===== src/hsps_pkg.sv =====
// ----------------------------------------------------------------------------
// H.264 SPS size parser package
// Shared types, state encodings, status codes and the field length table.
// ----------------------------------------------------------------------------
package hsps_pkg;

  typedef enum logic [5:0] {
    PH_HDR, PH_PROF, PH_FLAGS, PH_LEVEL, PH_SPSID, PH_CHROMA, PH_SEP, PH_BDL,
    PH_BDC, PH_BYPASS, PH_SMP, PH_SLP, PH_DELTA, PH_LOG2FN, PH_POCT, PH_LOG2POC,
    PH_DPOAZ, PH_ONRP, PH_OTTB, PH_NREF, PH_OREF, PH_MAXREF, PH_GAPS, PH_WIDTH,
    PH_HEIGHT, PH_FMO, PH_MBAFF, PH_D8, PH_CROPF, PH_CL, PH_CR, PH_CT, PH_CB,
    PH_VUI, PH_DONE
  } phase_t;

  typedef enum logic [1:0] {T_IDLE, T_FEED, T_SIZE, T_LOAD} top_state_t;
  typedef enum logic [1:0] {Z_IDLE, Z_SUM, Z_DIFF} size_state_t;

  localparam logic [2:0] ST_OK    = 3'd0;
  localparam logic [2:0] ST_REF   = 3'd1;
  localparam logic [2:0] ST_TYPE  = 3'd2;
  localparam logic [2:0] ST_PROF  = 3'd3;
  localparam logic [2:0] ST_SIZE  = 3'd4;
  localparam logic [2:0] ST_TRUNC = 3'd5;

  localparam logic [4:0] NAL_TYPE_SPS = 5'd7;
  localparam logic [7:0] PROF_BASE    = 8'd66;
  localparam logic [7:0] PROF_MAIN    = 8'd77;
  localparam logic [7:0] PROF_HIGH    = 8'd100;
  localparam logic [7:0] EPB_BYTE     = 8'h03;

  typedef struct packed {
    logic clear;
    logic start;
    logic high_prof;
    logic bit_valid;
    logic bit_val;
  } bit_cmd_t;

  typedef struct packed {
    logic [31:0] wm1;
    logic [31:0] hm1;
    logic [31:0] cl;
    logic [31:0] cr;
    logic [31:0] ct;
    logic [31:0] cb;
    logic [1:0]  chroma;
    logic        chroma_big;
    logic        sep_plane;
    logic        frame_only;
    logic [7:0]  level;
    logic        done;
  } fields_t;

  typedef struct packed {
    logic        done;
    logic        bad;
    logic [15:0] width;
    logic [15:0] height;
  } size_res_t;

  // Bit length of fixed fields; zero marks an Exp-Golomb field.
  function automatic logic [3:0] fixed_len(phase_t ph);
    logic [3:0] n;
    unique case (ph)
      PH_FLAGS, PH_LEVEL: n = 4'd8;
      PH_SEP, PH_BYPASS, PH_SMP, PH_SLP, PH_DPOAZ, PH_GAPS, PH_FMO, PH_MBAFF,
      PH_D8, PH_CROPF, PH_VUI: n = 4'd1;
      default: n = 4'd0;
    endcase
    return n;
  endfunction

endpackage


===== src/hsps_bitparse.sv =====
// ----------------------------------------------------------------------------
// SPS bit parser
// Consumes one payload bit per cycle while cmd.bit_valid is set and walks the SPS syntax fields.
// ----------------------------------------------------------------------------
module hsps_bitparse #(
  parameter int MAX_CODE_BITS = 32
) (
  input  logic               clk,
  input  logic               rst,
  input  hsps_pkg::bit_cmd_t cmd,
  output hsps_pkg::fields_t  fields,
  output logic               long_err
);
  import hsps_pkg::*;

  // Captured fields start cleared, except chroma, which defaults to 4:2:0.
  localparam fields_t FIELDS_RESET = '{chroma: 2'd1, default: '0};

  phase_t      phase, phase_next;
  logic [5:0]  pz, pz_next;
  logic [31:0] acc, acc_next;
  logic [5:0]  bl, bl_next;
  logic        insuf, insuf_next;
  logic [3:0]  li, li_next;
  logic [6:0]  coef, coef_next;
  logic [7:0]  last_scale, last_scale_next;
  logic [31:0] cyc, cyc_next;
  fields_t     fr, fr_next;

  logic        tk, beg;
  logic [31:0] v;
  phase_t      nph, lph;
  logic [7:0]  sv, ns;
  logic [6:0]  cn;
  logic [3:0]  ln;
  logic [31:0] cyc_dec;

  always_comb begin
    phase_next = phase; pz_next = pz; acc_next = acc; bl_next = bl;
    insuf_next = insuf; li_next = li; coef_next = coef;
    last_scale_next = last_scale; cyc_next = cyc; fr_next = fr;
    long_err = 1'b0; tk = 1'b0; beg = 1'b0; v = '0; nph = PH_DONE;
    sv = '0; ns = '0; cn = '0; cyc_dec = cyc - 32'd1;
    ln = li + 4'd1;
    lph = (ln < ((fr.chroma == 2'd3 && !fr.chroma_big) ? 4'd12 : 4'd8)) ? PH_SLP : PH_LOG2FN;

    if (cmd.start) begin
      beg = 1'b1;
      nph = PH_FLAGS;
    end else if (cmd.bit_valid && phase >= PH_FLAGS && phase < PH_DONE) begin
      if (fixed_len(phase) != 4'd0) begin
        acc_next = {acc[30:0], cmd.bit_val};
        bl_next  = bl - 6'd1;
        if (bl == 6'd1) begin
          tk = 1'b1;
          v  = acc_next;
        end
      end else if (!insuf) begin
        if (!cmd.bit_val) begin
          pz_next = pz + 6'd1;
          if (pz_next >= 6'(MAX_CODE_BITS)) long_err = 1'b1;
        end else if (pz == 6'd0) begin
          tk = 1'b1;
        end else begin
          insuf_next = 1'b1;
          bl_next    = pz;
          acc_next   = '0;
        end
      end else begin
        acc_next = {acc[30:0], cmd.bit_val};
        bl_next  = bl - 6'd1;
        if (bl == 6'd1) begin
          tk = 1'b1;
          v  = ((32'd1 << pz[4:0]) | acc_next) - 32'd1;
        end
      end
    end

    if (tk) begin
      beg = 1'b1;
      case (phase)
        PH_FLAGS:  nph = PH_LEVEL;
        PH_LEVEL: begin
          fr_next.level = v[7:0];
          nph = PH_SPSID;
        end
        PH_SPSID:  nph = fr.done ? PH_DONE : (cmd.high_prof ? PH_CHROMA : PH_LOG2FN);
        PH_CHROMA: begin
          fr_next.chroma     = v[1:0];
          fr_next.chroma_big = (v[31:2] != '0);
          nph = (v == 32'd3) ? PH_SEP : PH_BDL;
        end
        PH_SEP: begin
          fr_next.sep_plane = v[0];
          nph = PH_BDL;
        end
        PH_BDL:    nph = PH_BDC;
        PH_BDC:    nph = PH_BYPASS;
        PH_BYPASS: nph = PH_SMP;
        PH_SMP: begin
          li_next = '0;
          nph = v[0] ? PH_SLP : PH_LOG2FN;
        end
        PH_SLP: begin
          if (v[0]) begin
            coef_next = '0;
            last_scale_next = 8'd8;
            nph = PH_DELTA;
          end else begin
            li_next = ln;
            nph = lph;
          end
        end
        PH_DELTA: begin
          sv = v[0] ? (v[8:1] + 8'd1) : (8'd0 - v[8:1]);
          ns = last_scale + sv;
          if (ns != 8'd0) last_scale_next = ns;
          cn = coef + 7'd1;
          coef_next = cn;
          if (cn >= ((li < 4'd6) ? 7'd16 : 7'd64) || ns == 8'd0) begin
            li_next = ln;
            nph = lph;
          end else begin
            nph = PH_DELTA;
          end
        end
        PH_LOG2FN: nph = PH_POCT;
        PH_POCT: begin
          if (v == 32'd0) nph = PH_LOG2POC;
          else if (v == 32'd1) nph = PH_DPOAZ;
          else nph = PH_MAXREF;
        end
        PH_LOG2POC: nph = PH_MAXREF;
        PH_DPOAZ:   nph = PH_ONRP;
        PH_ONRP:    nph = PH_OTTB;
        PH_OTTB:    nph = PH_NREF;
        PH_NREF: begin
          cyc_next = v;
          nph = (v != 32'd0) ? PH_OREF : PH_MAXREF;
        end
        PH_OREF: begin
          cyc_next = cyc_dec;
          nph = (cyc_dec != 32'd0) ? PH_OREF : PH_MAXREF;
        end
        PH_MAXREF: nph = PH_GAPS;
        PH_GAPS:   nph = PH_WIDTH;
        PH_WIDTH: begin
          fr_next.wm1 = v;
          nph = PH_HEIGHT;
        end
        PH_HEIGHT: begin
          fr_next.hm1 = v;
          nph = PH_FMO;
        end
        PH_FMO: begin
          fr_next.frame_only = v[0];
          nph = v[0] ? PH_D8 : PH_MBAFF;
        end
        PH_MBAFF: nph = PH_D8;
        PH_D8:    nph = PH_CROPF;
        PH_CROPF: nph = v[0] ? PH_CL : PH_VUI;
        PH_CL: begin
          fr_next.cl = v;
          nph = PH_CR;
        end
        PH_CR: begin
          fr_next.cr = v;
          nph = PH_CT;
        end
        PH_CT: begin
          fr_next.ct = v;
          nph = PH_CB;
        end
        PH_CB: begin
          fr_next.cb = v;
          nph = PH_VUI;
        end
        default: nph = PH_DONE;
      endcase
    end

    if (beg) begin
      phase_next = nph;
      bl_next    = {2'b00, fixed_len(nph)};
      pz_next    = '0;
      acc_next   = '0;
      insuf_next = 1'b0;
    end
    fr_next.done = (phase_next == PH_DONE);
  end

  always_ff @(posedge clk) begin
    if (rst || cmd.clear) begin
      phase <= PH_HDR; pz <= '0; acc <= '0; bl <= '0; insuf <= 1'b0;
      li <= '0; coef <= '0; last_scale <= 8'd8; cyc <= '0;
      fr <= FIELDS_RESET;
    end else begin
      phase <= phase_next; pz <= pz_next; acc <= acc_next; bl <= bl_next;
      insuf <= insuf_next; li <= li_next; coef <= coef_next;
      last_scale <= last_scale_next; cyc <= cyc_next; fr <= fr_next;
    end
  end

  assign fields = fr;

endmodule


===== src/hsps_size.sv =====
// ----------------------------------------------------------------------------
// SPS size unit
// Computes cropped width, then height, with one shared add and subtract path.
// ----------------------------------------------------------------------------
module hsps_size (
  input  logic                clk,
  input  logic                rst,
  input  logic                start,
  input  hsps_pkg::fields_t   fields,
  output hsps_pkg::size_res_t res
);
  import hsps_pkg::*;

  size_state_t state, state_next;
  logic        dim;
  logic [32:0] sum_r;
  logic [36:0] base_r;
  logic        bad, done;
  logic [15:0] width, height;

  logic [32:0] sum_c, m1p;
  logic [1:0]  k;
  logic [34:0] sh;
  logic [37:0] diff;
  logic        ok;

  always_comb begin
    state_next = state;
    unique case (state)
      Z_IDLE:  if (start) state_next = Z_SUM;
      Z_SUM:   state_next = Z_DIFF;
      Z_DIFF:  state_next = dim ? Z_IDLE : Z_SUM;
      default: state_next = Z_IDLE;
    endcase
  end

  always_comb begin
    sum_c = dim ? ({1'b0, fields.ct} + {1'b0, fields.cb})
                : ({1'b0, fields.cl} + {1'b0, fields.cr});
    m1p   = {1'b0, dim ? fields.hm1 : fields.wm1} + 33'd1;
    if (!dim) k = (!fields.sep_plane && (fields.chroma == 2'd1 || fields.chroma == 2'd2))
                  ? 2'd1 : 2'd0;
    else k = (fields.frame_only ? 2'd0 : 2'd1) +
             ((!fields.sep_plane && fields.chroma == 2'd1) ? 2'd1 : 2'd0);
    sh   = {2'b00, sum_r} << k;
    diff = {1'b0, base_r} - {3'b000, sh};
    ok   = (diff[37:16] == '0) && (diff[15:0] != 16'd0);
  end

  always_ff @(posedge clk) begin
    if (rst) begin
      state <= Z_IDLE;
      dim   <= 1'b0;
      done  <= 1'b0;
      bad   <= 1'b0;
    end else begin
      state <= state_next;
      done  <= (state == Z_DIFF) && dim;
      if (state == Z_IDLE && start) begin
        dim <= 1'b0;
        bad <= 1'b0;
      end else if (state == Z_DIFF) begin
        dim <= ~dim;
        if (!ok) bad <= 1'b1;
      end
    end
  end

  always_ff @(posedge clk) begin
    if (state == Z_SUM) begin
      sum_r  <= sum_c;
      base_r <= {m1p, 4'b0000};
    end
    if (state == Z_DIFF) begin
      if (dim) height <= diff[15:0];
      else width <= diff[15:0];
    end
  end

  assign res = '{done: done, bad: bad, width: width, height: height};

endmodule


===== src/h264_sps_size_parser_top.sv =====
// A header byte, profile byte or dropped 0x03 byte is only accepted; a payload byte is
// accepted and then fed to the parser one bit per cycle for its 8 bits.
// After the last byte, the size unit runs sum and difference states for width, then height,
// and the result word loads once the output is free; no byte is taken during a feed.
// Reset is synchronous and active high; after each result all parse state
// returns to its reset value.
// ----------------------------------------------------------------------------
// H.264 SPS size parser top level
// Byte front end with emulation-prevention removal, bit parser, size unit
// and output register.
// ----------------------------------------------------------------------------
module h264_sps_size_parser_top #(
  parameter int MAX_NAL_BYTES = 8192,
  parameter int MAX_CODE_BITS = 32
) (
  input  logic        clk,
  input  logic        rst,
  input  logic        s_tvalid,
  output logic        s_tready,
  input  logic [7:0]  s_tdata,   // data_byte
  input  logic        s_tlast,   // last_byte
  output logic        m_tvalid,
  input  logic        m_tready,
  // status[2:0], frame_width[18:3], frame_height[34:19], profile_code[42:35],
  // level_code[50:43], chroma_format[52:51], zero pad[55:53]
  output logic [55:0] m_tdata
);
  import hsps_pkg::*;

  localparam int CW = $clog2(MAX_NAL_BYTES + 1);

  top_state_t state, state_next;
  logic [CW-1:0] byte_count;
  logic [1:0]    zero_run, zr_next;
  logic [2:0]    err, err_val;
  logic          err_set;
  logic [7:0]    prof;
  logic [7:0]    shreg;
  logic [2:0]    bitcnt;
  logic          last_pend;

  logic          acc_in, feed_go, start_parse, prof_load, size_start, out_free;
  bit_cmd_t      cmd;
  fields_t       fields;
  logic          long_err;
  size_res_t     size_res;
  logic [2:0]    st;

  assign acc_in   = s_tvalid && s_tready;
  assign out_free = !m_tvalid || m_tready;

  // Byte front end: header checks, profile capture, length limit and 0x03 removal.
  always_comb begin
    feed_go = 1'b0; err_set = 1'b0; err_val = ST_OK;
    start_parse = 1'b0; prof_load = 1'b0; zr_next = zero_run;
    if (acc_in && err == ST_OK) begin
      if (byte_count == '0) begin
        if (s_tdata[6:5] == 2'd0) begin
          err_set = 1'b1; err_val = ST_REF;
        end else if (s_tdata[4:0] != NAL_TYPE_SPS) begin
          err_set = 1'b1; err_val = ST_TYPE;
        end
      end else if (byte_count == CW'(1)) begin
        prof_load = 1'b1;
        if (s_tdata != PROF_BASE && s_tdata != PROF_MAIN && s_tdata != PROF_HIGH) begin
          err_set = 1'b1; err_val = ST_PROF;
        end else begin
          start_parse = 1'b1;
        end
      end else if (byte_count >= CW'(MAX_NAL_BYTES)) begin
        err_set = 1'b1; err_val = ST_TRUNC;
      end else if (zero_run == 2'd2 && s_tdata == EPB_BYTE) begin
        zr_next = 2'd0;
      end else begin
        zr_next = (s_tdata == 8'd0) ? ((zero_run == 2'd2) ? 2'd2 : zero_run + 2'd1) : 2'd0;
        feed_go = 1'b1;
      end
    end
  end

  // Next state.
  always_comb begin
    state_next = state;
    unique case (state)
      T_IDLE: begin
        if (acc_in) begin
          if (feed_go) state_next = T_FEED;
          else if (s_tlast) state_next = T_SIZE;
        end
      end
      T_FEED:  if (bitcnt == 3'd7) state_next = last_pend ? T_SIZE : T_IDLE;
      T_SIZE:  if (size_res.done) state_next = T_LOAD;
      T_LOAD:  if (out_free) state_next = T_IDLE;
      default: state_next = T_IDLE;
    endcase
  end

  // Outputs and commands.
  always_comb begin
    s_tready      = (state == T_IDLE);
    size_start    = (state == T_IDLE && acc_in && !feed_go && s_tlast) ||
                    (state == T_FEED && bitcnt == 3'd7 && last_pend);
    cmd.clear     = (state == T_LOAD) && out_free;
    cmd.start     = start_parse;
    cmd.high_prof = (prof == PROF_HIGH);
    cmd.bit_valid = (state == T_FEED) && (err == ST_OK);
    cmd.bit_val   = shreg[7];
  end

  // The profile flag for the chroma branch comes from the stored profile byte.
  hsps_bitparse #(.MAX_CODE_BITS(MAX_CODE_BITS)) u_bits (
    .clk      (clk),
    .rst      (rst),
    .cmd      (cmd),
    .fields   (fields),
    .long_err (long_err)
  );

  hsps_size u_size (
    .clk    (clk),
    .rst    (rst),
    .start  (size_start),
    .fields (fields),
    .res    (size_res)
  );

  // Final status: first error wins, then a unit that ended early, then size checks.
  always_comb begin
    if (err != ST_OK) st = err;
    else if (!fields.done) st = ST_TRUNC;
    else if (fields.chroma_big || size_res.bad) st = ST_SIZE;
    else st = ST_OK;
  end

  always_ff @(posedge clk) begin
    if (rst) begin
      state <= T_IDLE;
      byte_count <= '0;
      zero_run <= '0;
      err <= ST_OK;
      prof <= '0;
      bitcnt <= '0;
      last_pend <= 1'b0;
      m_tvalid <= 1'b0;
    end else begin
      state <= state_next;
      if (cmd.clear) begin
        byte_count <= '0;
        zero_run <= '0;
        err <= ST_OK;
        prof <= '0;
        last_pend <= 1'b0;
      end else begin
        if (acc_in) begin
          if (byte_count < CW'(MAX_NAL_BYTES)) byte_count <= byte_count + CW'(1);
          zero_run <= zr_next;
          last_pend <= s_tlast;
          if (prof_load) prof <= s_tdata;
        end
        if (err_set) err <= err_val;
        else if (long_err && err == ST_OK) err <= ST_TRUNC;
      end
      if (state == T_FEED) bitcnt <= bitcnt + 3'd1;
      else bitcnt <= '0;
      if (state == T_LOAD && out_free) m_tvalid <= 1'b1;
      else if (m_tready) m_tvalid <= 1'b0;
    end
  end

  always_ff @(posedge clk) begin
    if (acc_in) shreg <= s_tdata;
    else if (state == T_FEED) shreg <= {shreg[6:0], 1'b0};
    if (state == T_LOAD && out_free) begin
      m_tdata <= {3'b000,
                  fields.chroma_big ? 2'd3 : fields.chroma,
                  fields.level,
                  prof,
                  (st == ST_OK) ? size_res.height : 16'd0,
                  (st == ST_OK) ? size_res.width : 16'd0,
                  st};
    end
  end

  // The status code never leaves its defined range.
  a_status_range: assert property (@(posedge clk) disable iff (rst)
    m_tvalid |-> (m_tdata[2:0] <= ST_TRUNC))
    else $error("status code out of range");

  // A failed unit reports a zero size.
  a_zero_size: assert property (@(posedge clk) disable iff (rst)
    (m_tvalid && m_tdata[2:0] != ST_OK) |-> (m_tdata[34:3] == '0))
    else $error("nonzero size with error status");

  // The size unit finishes only while the sequencer waits for it.
  a_size_done: assert property (@(posedge clk) disable iff (rst)
    size_res.done |-> (state == T_SIZE))
    else $error("size unit finished outside its wait state");

  // No input word is taken while a byte is being shifted into the parser.
  a_feed_busy: assert property (@(posedge clk) disable iff (rst)
    (state == T_FEED) |-> !s_tready)
    else $error("input accepted during bit feed");

endmodule

===== config.mk =====
export PLATFORM = sky130hd
export DESIGN_NAME = h264_sps_size_parser_top
export DESIGN_NICKNAME = d
export VERILOG_FILES = /design/src/hsps_pkg.sv /design/src/hsps_bitparse.sv /design/src/hsps_size.sv /design/src/h264_sps_size_parser_top.sv
export SDC_FILE = /design/constraint.sdc
export NUM_CORES = 1
export LEC_CHECK = 0
export BUFFER_PORTS_ARGS = -buffer_cell sky130_fd_sc_hd__buf_4
export CORE_ASPECT_RATIO = 1.1
export CORE_MARGIN = 4
export CORE_UTILIZATION = 64
export CTS_BUF_LIST = sky130_fd_sc_hd__clkbuf_8 sky130_fd_sc_hd__clkbuf_16
export DETAILED_ROUTE_END_ITERATION = 8
export PLACE_DENSITY = 0.79
export SKIP_CTS_REPAIR_TIMING = 1
export SYNTH_ARGS = -nofsm -noshare
export SYNTH_HDL_FRONTEND = slang
export SYNTH_HIERARCHICAL = 1
export SYNTH_SLANG_ARGS = --single-unit
export TNS_END_PERCENT = 30

===== constraint.sdc =====
create_clock -name clk -period 9.55 [get_ports clk]
set_input_delay 1.91 -clock clk [delete_from_list [all_inputs] [get_ports clk]]
set_output_delay 1.91 -clock clk [all_outputs]
set_load 0.02 [all_outputs]

==> run metrics <==
number of DRC violations after detailed routing=0; Max Root-Sink Buffers=3; most frequent cells in the layout=nand2_1 (417), nor2_1 (382), a21oi_1 (373); remaining max-slew budget at the tightest pin=12.19%; cell at the root of the clock tree=clkbuf_16; Clock Sinks=507; status=completed; vias per inst=6.490; DIE AREA=51360 um^2; final setup violating endpoints=0; number of maximum-capacitance constraint violations=0; class of the most critical setup path=primary input to register; number of buffers and inverters on the critical path=4; Routed wire per std cell=20.72 um; Initial DRT Pass Iterations=8; critical path depth=31; number of cells after detailed placement=4133; DP Wirelength=63.68 mm; n_diodes=0; synthesized flop and latch total=507; slowest CP cell=or4_1; cell accounting for the most synthesized area=dfxtp_1; via count of the first global-routing pass=26188; worst clock skew=25.71 ps; total negative setup slack=0 ps; depth of the worst hold-timing path=0; height of the die=237.3 um; Arr. time, crit path=9110 ps; Area contributors post-synth=dfxtp_1 (23%), edfxtp_1 (16%), a21oi_1 (6.1%); number of distinct library cell variants in the gate-level netlist after synthesis=120; mean area per synthesized cell=8.499 um^2; Worst IR Drop VDD=0.1537 mV; fin crit period=8578 ps; number of synthesized flops with an enable pin=159; PnR worst setup slack=972.4 ps; pre-CTS setup slack=482.8 ps; all-layer global routing usage=32.76%; wire length reported by the detailed router=87.61 mm; Synth Warn #=6; final worst-path cycle share=89.82%; endpoint class of the critical path=register; worst path required time=10090 ps; gate count of the mapped netlist=3599; residual overflow from global routing=0; io pins=71; quantity of I/O buffers inserted on ports=67; drt initial violations=2802; Slew Limit Fails=0; clock buffers created by TritonCTS=51; number of levels in the clock H-tree=2; Worst-Skew Late Latency=620 ps; Worst-Margin Slew=1317 ps; layout cell share with drive strength beyond 1=8.602%; r2r worst-path depth=30; Final Core Density=70.57%; DRT antenna net count=0; gp weighted congestion=0.9494; CP Launch Type=primary input; share of synthesized area occupied by flip-flops and latches=38.38%; power density cells=142.3 nW/um^2; total power consumption of the routed design=4.715 mW; antenna violations before repair=0; clock transition at the registers of the reported paths=60 ps; number of nets in the finished design=3701; leading register cell type out of synthesis=dfxtp_1; maximum fanout encountered on the critical timing path=19; total count of hold-check failures in the final report=0; number of vias in the routed layout=27448; Rows=83; maximum achievable frequency=116.6 MHz; crit-path leading delay family=simple AND/OR/NAND/NOR gates; growth of design area from synthesis to finish=8.291%; area of the core=46940 um^2; Final Instance Count excl. Fillers=4229; unrepaired setup endpoints after global routing=false; leakage=12.34 nW; largest net degree at the start of global routing=229; kind of path behind the tightest hold check=register to register; largest incremental delay on the critical path=540 ps; total standard cell area after synthesis=30590 um^2; post-synth top area share=22.77%; Worst path most repeated cell=a21oi_1; CTS tree=yes; fraction of registers with async set/reset=0%; wire length of the first global-routing pass=138.3 mm; Die W=216.5 um; most common library cell in the layout ignoring fill and taps=nand2_1; initial cell density of the core=65.17%
==> routing by layer <==
metal / routed length [um] / track usage [%] / vias up
met2: 41650 / 56.49 / 1242
met3: 6586 / 4.705 / 238
met5: 0 / 0 / -
met1: 35210 / 41.26 / 12975
met4: 4167 / 14.12 / 0
li1: - / - / 12993
==> cell usage after synthesis (64+ instances only) <==
library cell and instances:
nand2_1 417, nor2_1 387, a21oi_1 374, dfxtp_1 348, clkbuf_1 164, edfxtp_1 159
o21ai_0 150, ha_1 136, nand3_1 128, a211oi_1 127, nor3_1 87, mux2i_1 81
xnor2_1 81, xor2_1 78, inv_1 64
==> power by group <==
| group | internal, mW | switching, mW |
|---|---|---|
| Clock | 1.18 | 0.881 |
| Combinational | 0.136 | 0.236 |
| Sequential | 2.26 | 0.0273 |
| Total | 3.57 | 1.14 |
==> final timing paths <==
kind | to | startpoint | slack (ps)
worst min-delay path | m_tdata[43] | u_bits/fields[1] | 430
worst min register to register | m_tdata[43] | u_bits/fields[1] | 430
worst max-delay path | register | s_tdata[2] | 970
worst max register to register | register | u_bits/pz[0] | 1390
==> flip-flops by register name, indices dropped and copies added, names as in the netlist, 7 cells and up, named ones only <==
name,count
u_size/sum_r,33
shreg,8
u_size/height,16
m_tdata,53
u_bits/coef,7
u_size/base_r,33
prof,8
u_bits/last_scale,8
u_bits/cyc,32
u_bits/acc,31
byte_count,14
u_bits/fields,206
u_size/width,16
==> cell type report <==
class,instances,area [um^2]
multi-input cells,2818,17790
fillers,3596,13810
flip-flops and latches,507,11750
clock buffers,61,1459
well taps,637,797.0
repair buffers,104,793.3
clock inverters,35,291.5
inverters,67,251.5
==> cells by family (layout without fill, tap and decap cells) <==
group           count (synthesis)  after routing  synth area share [%]
mux                           126            126                 4.307
compound gates                973            973                 20.25
flops                         507            507                 38.38
fa+ha+maj                     139            139                 5.759
buf+inv                       276            267                 3.681
simple gates                 1417           1417                 22.98
other cells                     1              3               0.01226
xor+xnor                      160            160                 4.626
==> worst register-to-register path: cells and delay by family (launching register included) <==
kind | cells | cell delay [ps]
flops | 1 | 390
buf+inv | 3 | 400
compound gates | 9 | 1590
simple gates | 9 | 3120
mux | 1 | 60
fa+ha+maj | 5 | 1610
xor+xnor | 3 | 920
==> per-stage QoR <==
stage | hold slack (ps) | area (um^2)
after floorplan | 404.7 | 30600
after detailed placement | 420.1 | 31380
after CTS | 434.3 | 33130
after global routing | 451.6 | 33130
after global placement | 414.4 | 31380
final | 433.3 | 33130
(Power assumes the default switching activity.)
